File: config.mk
export PLATFORM = sky130hd
export DESIGN_NAME = mesh_frame_header_parser_unit
export DESIGN_NICKNAME = d
export VERILOG_FILES = /design/src/hdl/mfhp_pkg.sv /design/src/hdl/mfhp_capture.sv /design/src/hdl/mfhp_check.sv /design/src/hdl/mesh_frame_header_parser_unit.sv
export SDC_FILE = /design/constraint.sdc
export NUM_CORES = 1
export LEC_CHECK = 0
export BUFFER_PORTS_ARGS = -buffer_cell sky130_fd_sc_hd__buf_4
export CELL_PAD_IN_SITES_DETAIL_PLACEMENT = 0
export CELL_PAD_IN_SITES_GLOBAL_PLACEMENT = 2
export CORE_UTILIZATION = 43
export DETAILED_ROUTE_END_ITERATION = 10
export GPL_ROUTABILITY_DRIVEN = 0
export PLACE_DENSITY_LB_ADDON = 0.1
export SLEW_MARGIN = 20
export SYNTH_ARGS = -nofsm -noshare
export SYNTH_HDL_FRONTEND = slang
export SYNTH_SLANG_ARGS = --single-unit
File: constraint.sdc
create_clock -name clk_i -period 6.15 [get_ports clk_i]
set_input_delay 0.615 -clock clk_i [delete_from_list [all_inputs] [get_ports clk_i]]
set_output_delay 0.615 -clock clk_i [all_outputs]
set_load 0.02 [all_outputs]
File: src/hdl/mfhp_pkg.sv
// Shared types, constants and header position helpers of the mesh frame header parser.
`timescale 1ns / 1ps

package mfhp_pkg;

  // Widths
  localparam int unsigned FrameLenW = 8;   // frame length in bytes, limit at most 255
  localparam int unsigned PosW      = 10;  // byte positions past the relay list
  localparam int unsigned PayW      = 7;   // payload offset and length fields

  // Result status codes
  typedef enum logic [2:0] {
    ST_OK         = 3'd0,
    ST_TOO_SHORT  = 3'd1,
    ST_MAC_REJECT = 3'd2,
    ST_NWK_REJECT = 3'd3,
    ST_APS_REJECT = 3'd4,
    ST_MISMATCH   = 3'd5,
    ST_TOO_LONG   = 3'd6
  } mfhp_status_e;

  // Configuration register indexes
  typedef enum logic [0:0] {
    CFG_WANTED_PROFILE  = 1'b0,
    CFG_WANTED_ENDPOINT = 1'b1
  } mfhp_cfg_idx_e;

  localparam logic [15:0] WANTED_PROFILE_RST  = 16'h0f05;
  localparam logic [7:0]  WANTED_ENDPOINT_RST = 8'h14;

  // Fixed MAC header byte positions
  localparam logic [PosW-1:0] POS_MAC_CTL_LO = 10'd0;
  localparam logic [PosW-1:0] POS_MAC_CTL_HI = 10'd1;
  localparam logic [PosW-1:0] POS_PAN_LO     = 10'd3;
  localparam logic [PosW-1:0] POS_PAN_HI     = 10'd4;

  // Network header start with and without PAN ID compression
  localparam logic [PosW-1:0] NWK_POS_COMPRESSED = 10'd9;
  localparam logic [PosW-1:0] NWK_POS_FULL       = 10'd11;

  localparam logic [PosW-1:0] MIN_FRAME_BYTES = 10'd9;
  localparam logic [PosW-1:0] NWK_HDR_BYTES   = 10'd8;
  localparam logic [PosW-1:0] IEEE_ADDR_BYTES = 10'd8;
  localparam logic [PosW-1:0] RELAY_HDR_BYTES = 10'd2;
  localparam logic [PosW-1:0] APS_HDR_BYTES   = 10'd8;

  // MAC frame control
  localparam int unsigned MAC_PANCOMP_BIT = 6;
  localparam logic [2:0]  MAC_TYPE_DATA   = 3'd1;
  localparam logic [1:0]  MAC_ADDR_SHORT  = 2'd2;
  localparam logic [15:0] MAC_RSVD_MASK   = 16'h0308;
  localparam logic [15:0] MAC_VER_MASK    = 16'h3000;

  // Network frame control
  localparam int unsigned NWK_SRC_ROUTE_BIT = 10;
  localparam int unsigned NWK_DST_IEEE_BIT  = 11;
  localparam int unsigned NWK_SRC_IEEE_BIT  = 12;
  localparam logic [15:0] NWK_SEC_MASK      = 16'h0200;
  localparam logic [3:0]  NWK_VERSION       = 4'd2;
  localparam logic [1:0]  NWK_TYPE_DATA     = 2'd0;
  localparam logic [1:0]  NWK_TYPE_CMD      = 2'd1;

  // APS frame control
  localparam logic [1:0] APS_TYPE_DATA  = 2'd0;
  localparam logic [7:0] APS_BAD_MASK   = 8'he0;
  localparam logic [7:0] APS_DELIV_MASK = 8'h0c;

  // Header words captured from one frame
  typedef struct packed {
    logic [15:0] mac_ctl;
    logic [15:0] pan;
    logic [15:0] nwk_ctl;
    logic [15:0] dst;
    logic [15:0] src;
    logic [7:0]  nwk_seq;
    logic [7:0]  relay_cnt;
    logic [7:0]  aps_ctl;
    logic [7:0]  endpoint;
    logic [15:0] cluster;
    logic [15:0] profile;
    logic [7:0]  aps_seq;
  } mfhp_hdr_t;

  // One finished frame handed to the checker
  typedef struct packed {
    logic                 ovf;
    logic [FrameLenW-1:0] frame_len;
    mfhp_hdr_t            hdr;
  } mfhp_rec_t;

  // One result item
  typedef struct packed {
    logic            accepted;
    mfhp_status_e    status;
    logic            network_command;
    logic [15:0]     pan_id;
    logic [15:0]     dst_addr;
    logic [15:0]     src_addr;
    logic [7:0]      seq_number;
    logic [7:0]      dest_endpoint;
    logic [15:0]     cluster_id;
    logic [15:0]     profile_id;
    logic [PayW-1:0] payload_offset;
    logic [PayW-1:0] payload_length;
  } mfhp_res_t;

  function automatic logic [PosW-1:0] mfhp_nwk_pos(input logic [15:0] mac_ctl);
    return mac_ctl[MAC_PANCOMP_BIT] ? NWK_POS_COMPRESSED : NWK_POS_FULL;
  endfunction

  // Position of the relay count byte (first byte past the optional IEEE addresses)
  function automatic logic [PosW-1:0] mfhp_rly_pos(input logic [PosW-1:0] nwk_pos,
                                                  input logic [15:0] nwk_ctl);
    logic [PosW-1:0] dst_ext;
    logic [PosW-1:0] src_ext;
    dst_ext = nwk_ctl[NWK_DST_IEEE_BIT] ? IEEE_ADDR_BYTES : '0;
    src_ext = nwk_ctl[NWK_SRC_IEEE_BIT] ? IEEE_ADDR_BYTES : '0;
    return nwk_pos + NWK_HDR_BYTES + dst_ext + src_ext;
  endfunction

  // Start of the APS header: past the relay list when source routing is on
  function automatic logic [PosW-1:0] mfhp_aps_pos(input logic [PosW-1:0] rly_pos,
                                                  input logic [15:0] nwk_ctl,
                                                  input logic [7:0] relay_cnt);
    logic [PosW-1:0] list_bytes;
    list_bytes = PosW'({relay_cnt, 1'b0});
    return nwk_ctl[NWK_SRC_ROUTE_BIT] ? rly_pos + RELAY_HDR_BYTES + list_bytes : rly_pos;
  endfunction

endpackage

File: src/hdl/mfhp_capture.sv
// Byte position tracking and header field capture, one frame record per final byte.
`timescale 1ns / 1ps

module mfhp_capture #(
  parameter int unsigned MAX_FRAME_BYTES = 127
) (
  input  logic              clk_i,
  input  logic              rst_ni,
  input  logic              in_valid_i,
  output logic              in_ready_o,
  input  logic [7:0]        rx_byte_i,
  input  logic              frame_last_i,
  output logic              rec_valid_o,
  input  logic              rec_ready_i,
  output mfhp_pkg::mfhp_rec_t rec_o
);
  import mfhp_pkg::*;

  localparam int unsigned CntW = $clog2(MAX_FRAME_BYTES + 1);
  localparam logic [CntW-1:0] MaxCnt = CntW'(MAX_FRAME_BYTES);

  logic [CntW-1:0] cnt_q, cnt_d;
  logic            ovf_q, ovf_d;
  logic            rec_valid_q, rec_valid_d;
  mfhp_hdr_t       hdr_q, hdr_d;
  mfhp_rec_t       rec_q;
  logic            fire;
  logic            full;
  logic [PosW-1:0] pos;
  logic [PosW-1:0] nwk_pos;
  logic [PosW-1:0] rly_pos;
  logic [PosW-1:0] aps_pos;
  logic [PosW-1:0] rel_nwk;
  logic [PosW-1:0] rel_aps;

  assign in_ready_o  = !rec_valid_q || rec_ready_i;
  assign fire        = in_valid_i && in_ready_o;
  assign full        = (cnt_q == MaxCnt);
  assign rec_valid_o = rec_valid_q;
  assign rec_o       = rec_q;

  // Section positions come from header words of this frame seen at lower positions
  assign pos     = PosW'(cnt_q);
  assign nwk_pos = mfhp_nwk_pos(hdr_q.mac_ctl);
  assign rly_pos = mfhp_rly_pos(nwk_pos, hdr_q.nwk_ctl);
  assign aps_pos = mfhp_aps_pos(rly_pos, hdr_q.nwk_ctl, hdr_q.relay_cnt);
  assign rel_nwk = pos - nwk_pos;
  assign rel_aps = pos - aps_pos;

  always_comb begin
    hdr_d = hdr_q;
    if (fire && !full) begin
      case (pos)
        POS_MAC_CTL_LO: hdr_d.mac_ctl[7:0]  = rx_byte_i;
        POS_MAC_CTL_HI: hdr_d.mac_ctl[15:8] = rx_byte_i;
        POS_PAN_LO:     hdr_d.pan[7:0]      = rx_byte_i;
        POS_PAN_HI:     hdr_d.pan[15:8]     = rx_byte_i;
        default: ;
      endcase
      if (rel_nwk < NWK_HDR_BYTES) begin
        case (rel_nwk[2:0])
          3'd0:    hdr_d.nwk_ctl[7:0]  = rx_byte_i;
          3'd1:    hdr_d.nwk_ctl[15:8] = rx_byte_i;
          3'd2:    hdr_d.dst[7:0]      = rx_byte_i;
          3'd3:    hdr_d.dst[15:8]     = rx_byte_i;
          3'd4:    hdr_d.src[7:0]      = rx_byte_i;
          3'd5:    hdr_d.src[15:8]     = rx_byte_i;
          3'd7:    hdr_d.nwk_seq       = rx_byte_i;
          default: ;  // radius byte is not kept
        endcase
      end
      if (pos == rly_pos) begin
        hdr_d.relay_cnt = rx_byte_i;
      end
      if (rel_aps < APS_HDR_BYTES) begin
        case (rel_aps[2:0])
          3'd0:    hdr_d.aps_ctl        = rx_byte_i;
          3'd1:    hdr_d.endpoint       = rx_byte_i;
          3'd2:    hdr_d.cluster[7:0]   = rx_byte_i;
          3'd3:    hdr_d.cluster[15:8]  = rx_byte_i;
          3'd4:    hdr_d.profile[7:0]   = rx_byte_i;
          3'd5:    hdr_d.profile[15:8]  = rx_byte_i;
          3'd7:    hdr_d.aps_seq        = rx_byte_i;
          default: ;  // source endpoint is not kept
        endcase
      end
    end
  end

  always_comb begin
    cnt_d       = cnt_q;
    ovf_d       = ovf_q;
    rec_valid_d = rec_valid_q;
    if (rec_valid_q && rec_ready_i) begin
      rec_valid_d = 1'b0;
    end
    if (fire) begin
      if (frame_last_i) begin
        cnt_d       = '0;
        ovf_d       = 1'b0;
        rec_valid_d = 1'b1;
      end else if (full) begin
        ovf_d = 1'b1;
      end else begin
        cnt_d = cnt_q + 1'b1;
      end
    end
  end

  always_ff @(posedge clk_i or negedge rst_ni) begin
    if (!rst_ni) begin
      cnt_q       <= '0;
      ovf_q       <= 1'b0;
      rec_valid_q <= 1'b0;
    end else begin
      cnt_q       <= cnt_d;
      ovf_q       <= ovf_d;
      rec_valid_q <= rec_valid_d;
    end
  end

  always_ff @(posedge clk_i) begin
    hdr_q <= hdr_d;
    if (fire && frame_last_i) begin
      rec_q.hdr       <= hdr_d;
      rec_q.ovf       <= ovf_q || full;
      rec_q.frame_len <= FrameLenW'(cnt_q) + FrameLenW'(1);
    end
  end

endmodule

File: src/hdl/mfhp_check.sv
// Header checks and result field selection for one buffered frame record.
`timescale 1ns / 1ps

module mfhp_check (
  input  mfhp_pkg::mfhp_rec_t rec_i,
  input  logic [15:0]         wanted_profile_i,
  input  logic [7:0]          wanted_endpoint_i,
  output mfhp_pkg::mfhp_res_t res_o
);
  import mfhp_pkg::*;

  logic [PosW-1:0] len;
  logic [PosW-1:0] nwk_pos;
  logic [PosW-1:0] rly_pos;
  logic [PosW-1:0] aps_pos;
  logic [PosW-1:0] aps_end;
  logic [PosW-1:0] cmd_pay_len;
  logic [PosW-1:0] data_pay_len;
  logic            mac_ok;
  logic            nwk_ok;
  logic            aps_ok;
  logic            match;
  logic [1:0]      nwk_type;

  assign len      = PosW'(rec_i.frame_len);
  assign nwk_pos  = mfhp_nwk_pos(rec_i.hdr.mac_ctl);
  assign rly_pos  = mfhp_rly_pos(nwk_pos, rec_i.hdr.nwk_ctl);
  assign aps_pos  = mfhp_aps_pos(rly_pos, rec_i.hdr.nwk_ctl, rec_i.hdr.relay_cnt);
  assign aps_end  = aps_pos + APS_HDR_BYTES;
  assign nwk_type = rec_i.hdr.nwk_ctl[1:0];

  assign cmd_pay_len  = len - aps_pos;
  assign data_pay_len = len - aps_end;

  assign mac_ok = (rec_i.hdr.mac_ctl[2:0] == MAC_TYPE_DATA)
               && ((rec_i.hdr.mac_ctl & MAC_RSVD_MASK) == '0)
               && (rec_i.hdr.mac_ctl[11:10] == MAC_ADDR_SHORT)
               && (rec_i.hdr.mac_ctl[15:14] == MAC_ADDR_SHORT)
               && ((rec_i.hdr.mac_ctl & MAC_VER_MASK) == '0);

  assign nwk_ok = ((rec_i.hdr.nwk_ctl & NWK_SEC_MASK) == '0)
               && (rec_i.hdr.nwk_ctl[5:2] == NWK_VERSION);

  assign aps_ok = (rec_i.hdr.aps_ctl[1:0] == APS_TYPE_DATA)
               && ((rec_i.hdr.aps_ctl & APS_BAD_MASK) == '0)
               && ((rec_i.hdr.aps_ctl & APS_DELIV_MASK) != APS_DELIV_MASK);

  assign match = (rec_i.hdr.profile == wanted_profile_i)
              && (rec_i.hdr.endpoint == wanted_endpoint_i);

  // Fields of a header stage that was never reached stay zero
  always_comb begin
    res_o        = '0;
    res_o.status = ST_OK;
    if (rec_i.ovf) begin
      res_o.status = ST_TOO_LONG;
    end else if (len < MIN_FRAME_BYTES) begin
      res_o.status = ST_TOO_SHORT;
    end else if (!mac_ok) begin
      res_o.status = ST_MAC_REJECT;
    end else begin
      res_o.pan_id = rec_i.hdr.pan;
      if (len < nwk_pos + NWK_HDR_BYTES) begin
        res_o.status = ST_TOO_SHORT;
      end else if (!nwk_ok) begin
        res_o.status = ST_NWK_REJECT;
      end else begin
        res_o.dst_addr   = rec_i.hdr.dst;
        res_o.src_addr   = rec_i.hdr.src;
        res_o.seq_number = rec_i.hdr.nwk_seq;
        if (rec_i.hdr.nwk_ctl[NWK_SRC_ROUTE_BIT] && (rly_pos + RELAY_HDR_BYTES > len)) begin
          res_o.status = ST_TOO_SHORT;
        end else if (aps_pos > len) begin
          res_o.status = ST_TOO_SHORT;
        end else if (nwk_type == NWK_TYPE_CMD) begin
          res_o.network_command = 1'b1;
          res_o.payload_offset  = aps_pos[PayW-1:0];
          res_o.payload_length  = cmd_pay_len[PayW-1:0];
          res_o.status          = ST_OK;
        end else if (nwk_type != NWK_TYPE_DATA) begin
          res_o.status = ST_NWK_REJECT;
        end else if (aps_end > len) begin
          res_o.status = ST_TOO_SHORT;
        end else if (!aps_ok) begin
          res_o.status = ST_APS_REJECT;
        end else begin
          res_o.dest_endpoint  = rec_i.hdr.endpoint;
          res_o.cluster_id     = rec_i.hdr.cluster;
          res_o.profile_id     = rec_i.hdr.profile;
          res_o.seq_number     = rec_i.hdr.aps_seq;
          res_o.payload_offset = aps_end[PayW-1:0];
          res_o.payload_length = data_pay_len[PayW-1:0];
          res_o.status         = match ? ST_OK : ST_MISMATCH;
        end
      end
    end
    res_o.accepted = (res_o.status == ST_OK);
  end

endmodule

File: src/hdl/mesh_frame_header_parser_unit.sv
// Mesh frame header parser top: configuration, capture, checker and result register.
`timescale 1ns / 1ps

// Mesh frame header parser (802.15.4 MAC, mesh network and APS headers).
// Input channel: one frame byte per transfer (rx_byte_i, frame_last_i) under
//   in_valid_i / in_ready_o. The byte after a final byte starts a new frame.
// Output channel: one result per frame under out_valid_o / out_ready_i,
//   holding status, acceptance and the captured header fields.
// Throughput: one byte per cycle while in_ready_o is high. Header fields are
//   captured as their byte positions go by, so no frame buffer is kept; the
//   only per-frame work is the final check, which runs between the frame
//   record register and the result register.
// Result path: the final byte's transfer loads the frame record register;
//   the result register takes the record once it is empty or its result is taken.
// Stall: while a result waits, the frame record can hold one more finished
//   frame; bytes keep flowing until a final byte fills the record, then
//   in_ready_o stays low until the receiver takes a transfer.
// Reset: byte position, overflow flag and both valid flags clear at once,
//   wanted_profile returns to 0x0F05 and wanted_endpoint to 0x14. No
//   clearing pass is needed; the block takes bytes in the first cycle.
// Configuration: write cfg_wdata_i to register cfg_idx_i while cfg_we_i is
//   high (0 wanted profile, 1 wanted endpoint); write only while idle.
module mesh_frame_header_parser_unit #(
  parameter int unsigned MAX_FRAME_BYTES = 127
) (
  input  logic        clk_i,
  input  logic        rst_ni,
  input  logic        cfg_we_i,
  input  logic [0:0]  cfg_idx_i,
  input  logic [15:0] cfg_wdata_i,
  input  logic        in_valid_i,
  output logic        in_ready_o,
  input  logic [7:0]  rx_byte_i,
  input  logic        frame_last_i,
  output logic        out_valid_o,
  input  logic        out_ready_i,
  output logic        accepted_o,
  output logic [2:0]  status_o,
  output logic        network_command_o,
  output logic [15:0] pan_id_o,
  output logic [15:0] dst_addr_o,
  output logic [15:0] src_addr_o,
  output logic [7:0]  seq_number_o,
  output logic [7:0]  dest_endpoint_o,
  output logic [15:0] cluster_id_o,
  output logic [15:0] profile_id_o,
  output logic [6:0]  payload_offset_o,
  output logic [6:0]  payload_length_o
);
  import mfhp_pkg::*;

  logic [15:0] wanted_profile_q;
  logic [7:0]  wanted_endpoint_q;
  logic        rec_valid;
  logic        rec_ready;
  mfhp_rec_t   rec;
  mfhp_res_t   res;
  mfhp_res_t   res_q;
  logic        out_valid_q, out_valid_d;

  // Configuration registers; an unknown index is dropped
  always_ff @(posedge clk_i or negedge rst_ni) begin
    if (!rst_ni) begin
      wanted_profile_q  <= WANTED_PROFILE_RST;
      wanted_endpoint_q <= WANTED_ENDPOINT_RST;
    end else if (cfg_we_i) begin
      case (mfhp_cfg_idx_e'(cfg_idx_i))
        CFG_WANTED_PROFILE:  wanted_profile_q  <= cfg_wdata_i;
        CFG_WANTED_ENDPOINT: wanted_endpoint_q <= cfg_wdata_i[7:0];
        default: ;
      endcase
    end
  end

  // Track byte positions and hand a record over on each final byte
  mfhp_capture #(
    .MAX_FRAME_BYTES (MAX_FRAME_BYTES)
  ) u_capture (
    .clk_i        (clk_i),
    .rst_ni       (rst_ni),
    .in_valid_i   (in_valid_i),
    .in_ready_o   (in_ready_o),
    .rx_byte_i    (rx_byte_i),
    .frame_last_i (frame_last_i),
    .rec_valid_o  (rec_valid),
    .rec_ready_i  (rec_ready),
    .rec_o        (rec)
  );

  // Check the record against the header rules and the wanted profile/endpoint
  mfhp_check u_check (
    .rec_i             (rec),
    .wanted_profile_i  (wanted_profile_q),
    .wanted_endpoint_i (wanted_endpoint_q),
    .res_o             (res)
  );

  // Result register: advance when empty or when the receiver takes the transfer
  assign rec_ready = !out_valid_q || out_ready_i;

  always_comb begin
    out_valid_d = out_valid_q;
    if (out_valid_q && out_ready_i) begin
      out_valid_d = 1'b0;
    end
    if (rec_valid && rec_ready) begin
      out_valid_d = 1'b1;
    end
  end

  always_ff @(posedge clk_i or negedge rst_ni) begin
    if (!rst_ni) begin
      out_valid_q <= 1'b0;
    end else begin
      out_valid_q <= out_valid_d;
    end
  end

  always_ff @(posedge clk_i) begin
    if (rec_valid && rec_ready) begin
      res_q <= res;
    end
  end

  assign out_valid_o       = out_valid_q;
  assign accepted_o        = res_q.accepted;
  assign status_o          = res_q.status;
  assign network_command_o = res_q.network_command;
  assign pan_id_o          = res_q.pan_id;
  assign dst_addr_o        = res_q.dst_addr;
  assign src_addr_o        = res_q.src_addr;
  assign seq_number_o      = res_q.seq_number;
  assign dest_endpoint_o   = res_q.dest_endpoint;
  assign cluster_id_o      = res_q.cluster_id;
  assign profile_id_o      = res_q.profile_id;
  assign payload_offset_o  = res_q.payload_offset;
  assign payload_length_o  = res_q.payload_length;

`ifndef SYNTHESIS
  // Acceptance and status agree on every result
  a_accept_status: assert property (@(posedge clk_i) disable iff (!rst_ni)
    out_valid_o |-> (accepted_o == (status_o == ST_OK)))
    else $error("accepted does not match status");

  // An over-long frame reports nothing but its status
  a_too_long_clear: assert property (@(posedge clk_i) disable iff (!rst_ni)
    (out_valid_o && (status_o == ST_TOO_LONG)) |->
      (pan_id_o == '0 && dst_addr_o == '0 && profile_id_o == '0 &&
       payload_length_o == '0 && !network_command_o))
    else $error("too long frame carries header fields");

  // A network command is accepted as soon as its header fits
  a_cmd_ok: assert property (@(posedge clk_i) disable iff (!rst_ni)
    (out_valid_o && network_command_o) |-> (status_o == ST_OK && profile_id_o == '0))
    else $error("network command frame not accepted");

  // A mismatch really differs from the configured profile or endpoint
  a_mismatch: assert property (@(posedge clk_i) disable iff (!rst_ni)
    (out_valid_o && (status_o == ST_MISMATCH)) |->
      (profile_id_o != wanted_profile_q || dest_endpoint_o != wanted_endpoint_q))
    else $error("mismatch reported for matching frame");

  // A waiting frame record is taken whenever the result register frees up
  a_record_moves: assert property (@(posedge clk_i) disable iff (!rst_ni)
    (rec_valid && !out_valid_q) |=> out_valid_q)
    else $error("frame record not moved to empty result register");
`endif

endmodule

======== Word level (Yosys, flattened, before mapping) ========
Index checks and enable logic that the tools add are counted.
W data, S select, Z words.
storage, ports and cells
  register bits after elaboration ......... 459
  output and inout port bits .............. 117
  word-level logic and storage cells ...... 197
cells by class
  $add $sub $neg .......................... 17
  $lt $le $gt $ge ......................... 7
  equal/unequal tests ..................... 26
  mux-type cells .......................... 59
  bitwise logic cells ..................... 4
  reductions and logical operators ........ 40
operator list
  cell                     count
  $mux W62                 5
  $mux W152                1
  $mux W8                  19
  $mux W56                 2
  $logic_not A16 Y1        3
  $mux W48                 1
  $add A10 B10 Y10         4
  $mux W3                  12
  $add A10 B4 Y10 const B  3
  $gt A10 B8 Y1            3
  $add A10 B2 Y10 const B  2
  $add A10 B9 Y10          2
  $lt A10 B4 Y1 const B    2
  $mux W10                 2
  $sub A7 B10 Y10          2
  $eq A3 B3 Y1 const B     6
  $eq A16 B16 Y1           1
  $mux W4                  4
  $logic_and A1 B1 Y1      14
  $mux W14                 1
  $mux W7                  2
  $sub A7 B7 Y7            2
  $eq A3 B2 Y1 const B     4
  $reduce_or A11 Y1        1
  other kinds (29)         55

======== Logic depth before layout (Yosys ltp) ========
  word-level depth ........................ 20
  gate-level depth with buffers ........... 21
  gate-level depth less buffers ........... 19

======== By module ========
From an unflattened synthesis, not the netlist that was laid out.
unflattened totals
  cells, all modules ...................... 1222
  area total of the unflattened synthesis .. 18481.5 µm²
by module, submodules not included
  module                         times used  cells an instance  area an instance (µm²)  sequential area each (µm²)
  mfhp_capture                   1           667                11309.6                 8102.8
  mesh_frame_header_parser_unit  1           171                4451.8                  4088.9
  mfhp_check                     1           384                2720.1                  0.0

======== Worst setup path after synthesis ========
OpenSTA, ideal clock, no wires.
  kind .................................... input-to-reg
  from .................................... in out_ready_i
  to ...................................... reg u_capture.cnt_q[0]
  arrival time ............................ 5030 ps
  slack ................................... 993 ps
  cell stages on the path ................. 6
  buffers on the path ..................... 0
  cells stage by stage .................... nand3b_1 -> and2_1 -> nand2_1 -> inv_1 -> nor2_1 -> mux2_2
on the way
  cells in the longest elaborated chain, start to end .. 4
ends and longest elaborated chain
  item                                RTL line                             RTL
  start: declaration                  mesh_frame_header_parser_unit.sv:36  input logic out_ready_i,
  $logic_or A1 B1 Y1                  mesh_frame_header_parser_unit.sv:99  assign rec_ready = !out_valid_q || out_ready_i;
  $logic_or A1 B1 Y1                  mfhp_capture.sv:36                   assign in_ready_o = !rec_valid_q || rec_ready_i;
  $logic_and A1 B1 Y1                 mfhp_capture.sv:37                   assign fire = in_valid_i && in_ready_o;
  $reduce_and A2 Y1 (no source line)  -
  end signal: assignment              mfhp_capture.sv:116                  cnt_q <= cnt_d;
  end: declaration                    mfhp_capture.sv:22                   logic [CntW-1:0] cnt_q, cnt_d;
Every way passes these cells.
A chain may end at the register's enable or synchronous reset.

======== Worst setup path after layout ========
  from .................................... reg u_capture.rec_q (netlist bit u_capture.rec_o[142])
  to ...................................... reg res_q (netlist bit seq_number_o[0]) (data pin)
on the way
  cells in the longest elaborated chain, start to end .. 14
ends and longest elaborated chain
  item                            RTL line                              RTL
  start: declaration              mfhp_capture.sv:26                    mfhp_rec_t rec_q;
  $mux W2 *                       mfhp_pkg.sv:108                       return mac_ctl[MAC_PANCOMP_BIT] ? NWK_POS_COMPRESSED : NWK_POS_FULL;
  $add A10 B4 Y10 *               mfhp_pkg.sv:118, mfhp_check.sv:63
  $add A10 B10 Y10 (2 in series)  mfhp_pkg.sv:118                       return nwk_pos + NWK_HDR_BYTES + dst_ext + src_ext;
  $add A10 B2 Y10                 mfhp_pkg.sv:127, mfhp_check.sv:71
  $add A10 B9 Y10                 mfhp_pkg.sv:127                       return nwk_ctl[NWK_SRC_ROUTE_BIT] ? rly_pos + RELAY_HDR_BYTES + list_bytes : rly_pos;
  $mux W10                        mfhp_pkg.sv:127
  $add A10 B4 Y10                 mfhp_check.sv:29                      assign aps_end = aps_pos + APS_HDR_BYTES;
  $gt A10 B8 Y1                   mfhp_check.sv:82                      end else if (aps_end > len) begin
  $mux W62                        mfhp_check.sv:82
  $mux W62                        mfhp_check.sv:80                      end else if (nwk_type != NWK_TYPE_DATA) begin
  $mux W48                        mfhp_check.sv:75                      end else if (nwk_type == NWK_TYPE_CMD) begin
  $mux W62                        mfhp_check.sv:73                      end else if (aps_pos > len) begin
  $mux W62                        mfhp_check.sv:71                      if (rec_i.hdr.nwk_ctl[NWK_SRC_ROUTE_BIT] && (rly_pos + RELAY_HDR_BYTES > len)) begin
  end signal: assignment          mesh_frame_header_parser_unit.sv:121  res_q <= res;
  end: declaration                mesh_frame_header_parser_unit.sv:58   mfhp_res_t res_q;
Mark *: on every way between the ends. The rest lies on a longest branch, timed or not.

==> impl_metrics.ini <==
[status]
outcome = finished, final reports clean

[layout]
multi_input_area_um2 = 5390
nFillCells = 3476
finalNetCount = 1392
syn2layout_area_growth_pct = 18.5
seqCellArea_um2 = 11700
drive_above_1_share_pct = 31.7
utilization_pct = 51.7

[synthesis]
synth_cells = 1142
synth_edf_count = 266
synth_top_area_cell = edfxtp_1
ys_types = 69
muxShareOfSynthArea_pct = 11.8
synth_top_family_by_area = multiplexers
synthesis.area_um2 = 17400
synth_flop_cell = edfxtp_1
yosysMostFrequentCell = edfxtp_1
ys_ff_latch = 442
synth_top_area_share_pct = 46.0
yosys-top-cells-count = edfxtp_1 (266), mux2_2 (161), dfxtp_1 (142)
avgSynthCellArea_um2 = 15.2
synth_simple_gate_area_share_pct = 8.23
synth_xor_area_share_pct = 2.57
yosys_warnings = 0
synth-async-reset-ratio_pct = 7.69
synth_nets = 1229
seq_area_frac_synth_pct = 67.3
synth-compound-area-share_pct = 4.24
synth.area.top_cells = edfxtp_1 (46%), dfxtp_1 (16%), mux2_2 (10%), ha_1 (3.9%), dfrtp_1 (3.7%)
yosys.area_share.adder_pct = 4.12

[clocking]
htree_levels = 2
clockBufferDepth = 3
clock_sinks = 442
cts-buffers-inserted = 46
cts_resized = 0
clk_pin_slew_ns = 0.06
root_buffer = clkbuf_16
cts_tree = built
clk_latency_ns = 0.58

[pwr]
power_density_nw_per_um2 = 334
cellLeakagePower_nw = 8.29
vdd_drop_max_uv = 231

[drt]
wl_per_cell_um = 19.8
drc = 0
drtAntennaViolNets = 0
via_count = 9394
drtIter0Drc = 360
firstDrtPassIters = 4
avgViaCountPerCell = 5.03
routed_wl_um = 37000

[timing]
slew_headroom_pct = 36.3
final_max_slew_viol_count = 0
period_needed_ns = 5.14
fin_crit_sh_pct = 83.5
tightest_slew_ns = 0.932
rsz0062_at_grt = no
hold_viol = 0
fmax_ghz = 0.195
fin_skew_ns = 0.0172
timing.setup.tns_ns = 0
setup_violations = 0

[worst_setup_path]
worstSetupStartpointType = flop
cpPeakStageDelay_ns = 0.76
crit_path_max_fanout = 8
worst-endpoint-required_ns = 6.45
path_delay_family = simple AND/OR/NAND/NOR gates
worstSetupPathType = reg2reg
setup.worst_path.end_class = flop
cp_slowest_cell = a2111oi_0
cp_num_buf_inv = 1
path_cells = ha_1 -> inv_1 -> fa_1 -> and3b_1 -> o211ai_1 -> a2111oi_0 -> xor2_1 -> ha_1 -> and2_1 -> nor4b_1 -> o21bai_1 -> nor3_1 -> nand4_2 -> mux2i_1 -> nor2_1
cpMostUsedCell = ha_1
critPathArrivalTime_ns = 5.44

[flow_run]
cap_viol_max_count = 0

[global_routing]
grt_usage_pct = 18.2
grt_start_max_net_pins = 114
grt_overflow = 0
grt_pass1_vias = 9451
grt_pass1_wl_um = 56300
antenna_found_initial = 0

[floorplanning]
coreArea_um2 = 39800
die_area_um2 = 41200
start_util_pct = 43.6
rows = 73
die_y_um = 203
io-pin-count = 148
dieWidth_um = 203

[hold_path]
hp-class = in2reg

[place]
hpwl_um = 23700
io_buffers = 147
-- worst paths after layout --
path / slack, ns / startpoint / cells after the start / endpoint
hold / removal: 0.28 / cfg_wdata_i[11] / 2 / wanted_profile_q[11]$_DFFE_PN1P_
setup / recovery: 1.01 / u_capture.rec_o[142]$_DFFE_PP_ / 15 / seq_number_o[0]$_SDFFCE_PP0P_
hold reg to reg: 0.47 / u_capture.hdr_q[99]$_DFF_P_ / 1 / u_capture.hdr_q[99]$_DFF_P_
min in group asynchronous: 0.55 / rst_ni / 2 / out_valid_o$_DFFE_PN0P_
max in group asynchronous: 5.23 / rst_ni / 2 / wanted_profile_q[8]$_DFFE_PN1P_
setup reg to reg: 1.01 / u_capture.rec_o[142]$_DFFE_PP_ / 15 / seq_number_o[0]$_SDFFCE_PP0P_
-- logic make-up after synthesis --
family	Yosys count
AOI/OAI and AO/OA	103
xor gates and xnor gates	51
adders and majority gates	56
buffers and inverters	68
DFF	442
muxes	181
and+or+nand+nor	241
-- through the flow --
step	power (W)	hold WS (ns)	instances	worst slack, ns	area [µm²]
3_5_place_dp	0.00415	0.455	1781	1.03	19000
2_1_floorplan	0.00393	0.319	1142	0.993	17400
5_1_grt	0.00715	0.248	1867	0.520	20600
4_1_cts	0.00697	0.241	1867	1.02	20600
3_3_place_gp	0.00414	0.451	1781	1.09	19000
6_report	0.00688	0.277	1868	1.01	20600
-- power breakdown --
| group | switching, W | leakage [nW] | internal, W |
|---|---|---|---|
| Combinational | 0.000345 | 3.39 | 0.000259 |
| Sequential | 0.0000835 | 4.13 | 0.00339 |
| Clock | 0.00114 | 0.770 | 0.00166 |
-- state kept, by name, indices dropped and copies added (netlist names), 16 cells and up --
register and cells:
dst_addr_o 16, src_addr_o 16, pan_id_o 16, u_capture.rec_o 151, profile_id_o 16, cluster_id_o 16, u_capture.hdr_q 142, wanted_profile_q 16
-- cell type report --
| cell class | count | share of cell area, % |
|---|---|---|
| multi-input cells | 632 | 26.2 |
| inverters | 30 | 0.584 |
| clock buffers | 64 | 6.51 |
| well taps | 525 | 3.19 |
| diodes | 1 | 0.0122 |
| flip-flops and latches | 442 | 56.8 |
| clock inverters | 21 | 1.07 |
| repair buffers | 153 | 5.59 |
-- placed cells by master (no fill, tap or decap), types with 3 or more instances in the layout --
master | synthesis | routed
a2111oi_0 | 4 | 4
a211oi_1 | 10 | 10
a21o_1 | 13 | 13
a21oi_1 | 23 | 23
a22o_1 | 10 | 10
a31oi_1 | 8 | 8
and2_1 | 94 | 93
and3_1 | 8 | 8
buf_4 | 2 | 152
bufinv_16 | 0 | 3
clkbuf_1 | 20 | 7
clkbuf_16 | 0 | 47
clkbuf_8 | 0 | 10
clkinv_2 | 0 | 9
dfrtp_1 | 26 | 26
dfstp_2 | 8 | 8
dfxtp_1 | 142 | 142
edfxtp_1 | 266 | 266
ha_1 | 54 | 54
inv_1 | 30 | 29
mux2_2 | 161 | 161
mux2_4 | 8 | 8
mux2i_1 | 12 | 12
nand2_1 | 33 | 33
nand2b_1 | 7 | 7
nand3_1 | 16 | 16
nand3b_1 | 5 | 5
nand4_1 | 8 | 8
nand4_2 | 3 | 3
nor2_1 | 28 | 27
nor2b_1 | 4 | 3
nor3_1 | 9 | 9
nor4_1 | 4 | 4
o21a_1 | 3 | 3
o21ai_0 | 7 | 7
o21bai_1 | 7 | 7
o31ai_1 | 3 | 3
xnor2_1 | 39 | 39
xor2_1 | 12 | 12
-- routing by layer --
metal	up-vias	wire length (µm)	GRT usage, %
li1	4511	-	-
met1	4675	17600	25.1
met2	165	17300	29.1
met3	43	1550	3.52
met4	0	636	5.16
met5	-	0	0
-- worst reg2reg max path: stages, from the launching register on --
cell	delay, ns
edfxtp_1	0.45
ha_1	0.23
inv_1	0.06
fa_1	0.42
and3b_1	0.25
o211ai_1	0.10
a2111oi_0	0.76
xor2_1	0.20
ha_1	0.37
and2_1	0.15
nor4b_1	0.25
o21bai_1	0.13
nor3_1	0.53
nand4_2	0.55
mux2i_1	0.34
nor2_1	0.07
-- timing repair --
action,4_1_cts,5_1_grt
hold endpoints to repair,1,0
hold buffers,1,0
buffers inserted,0,0
Power figures use the tool's default switching activity.
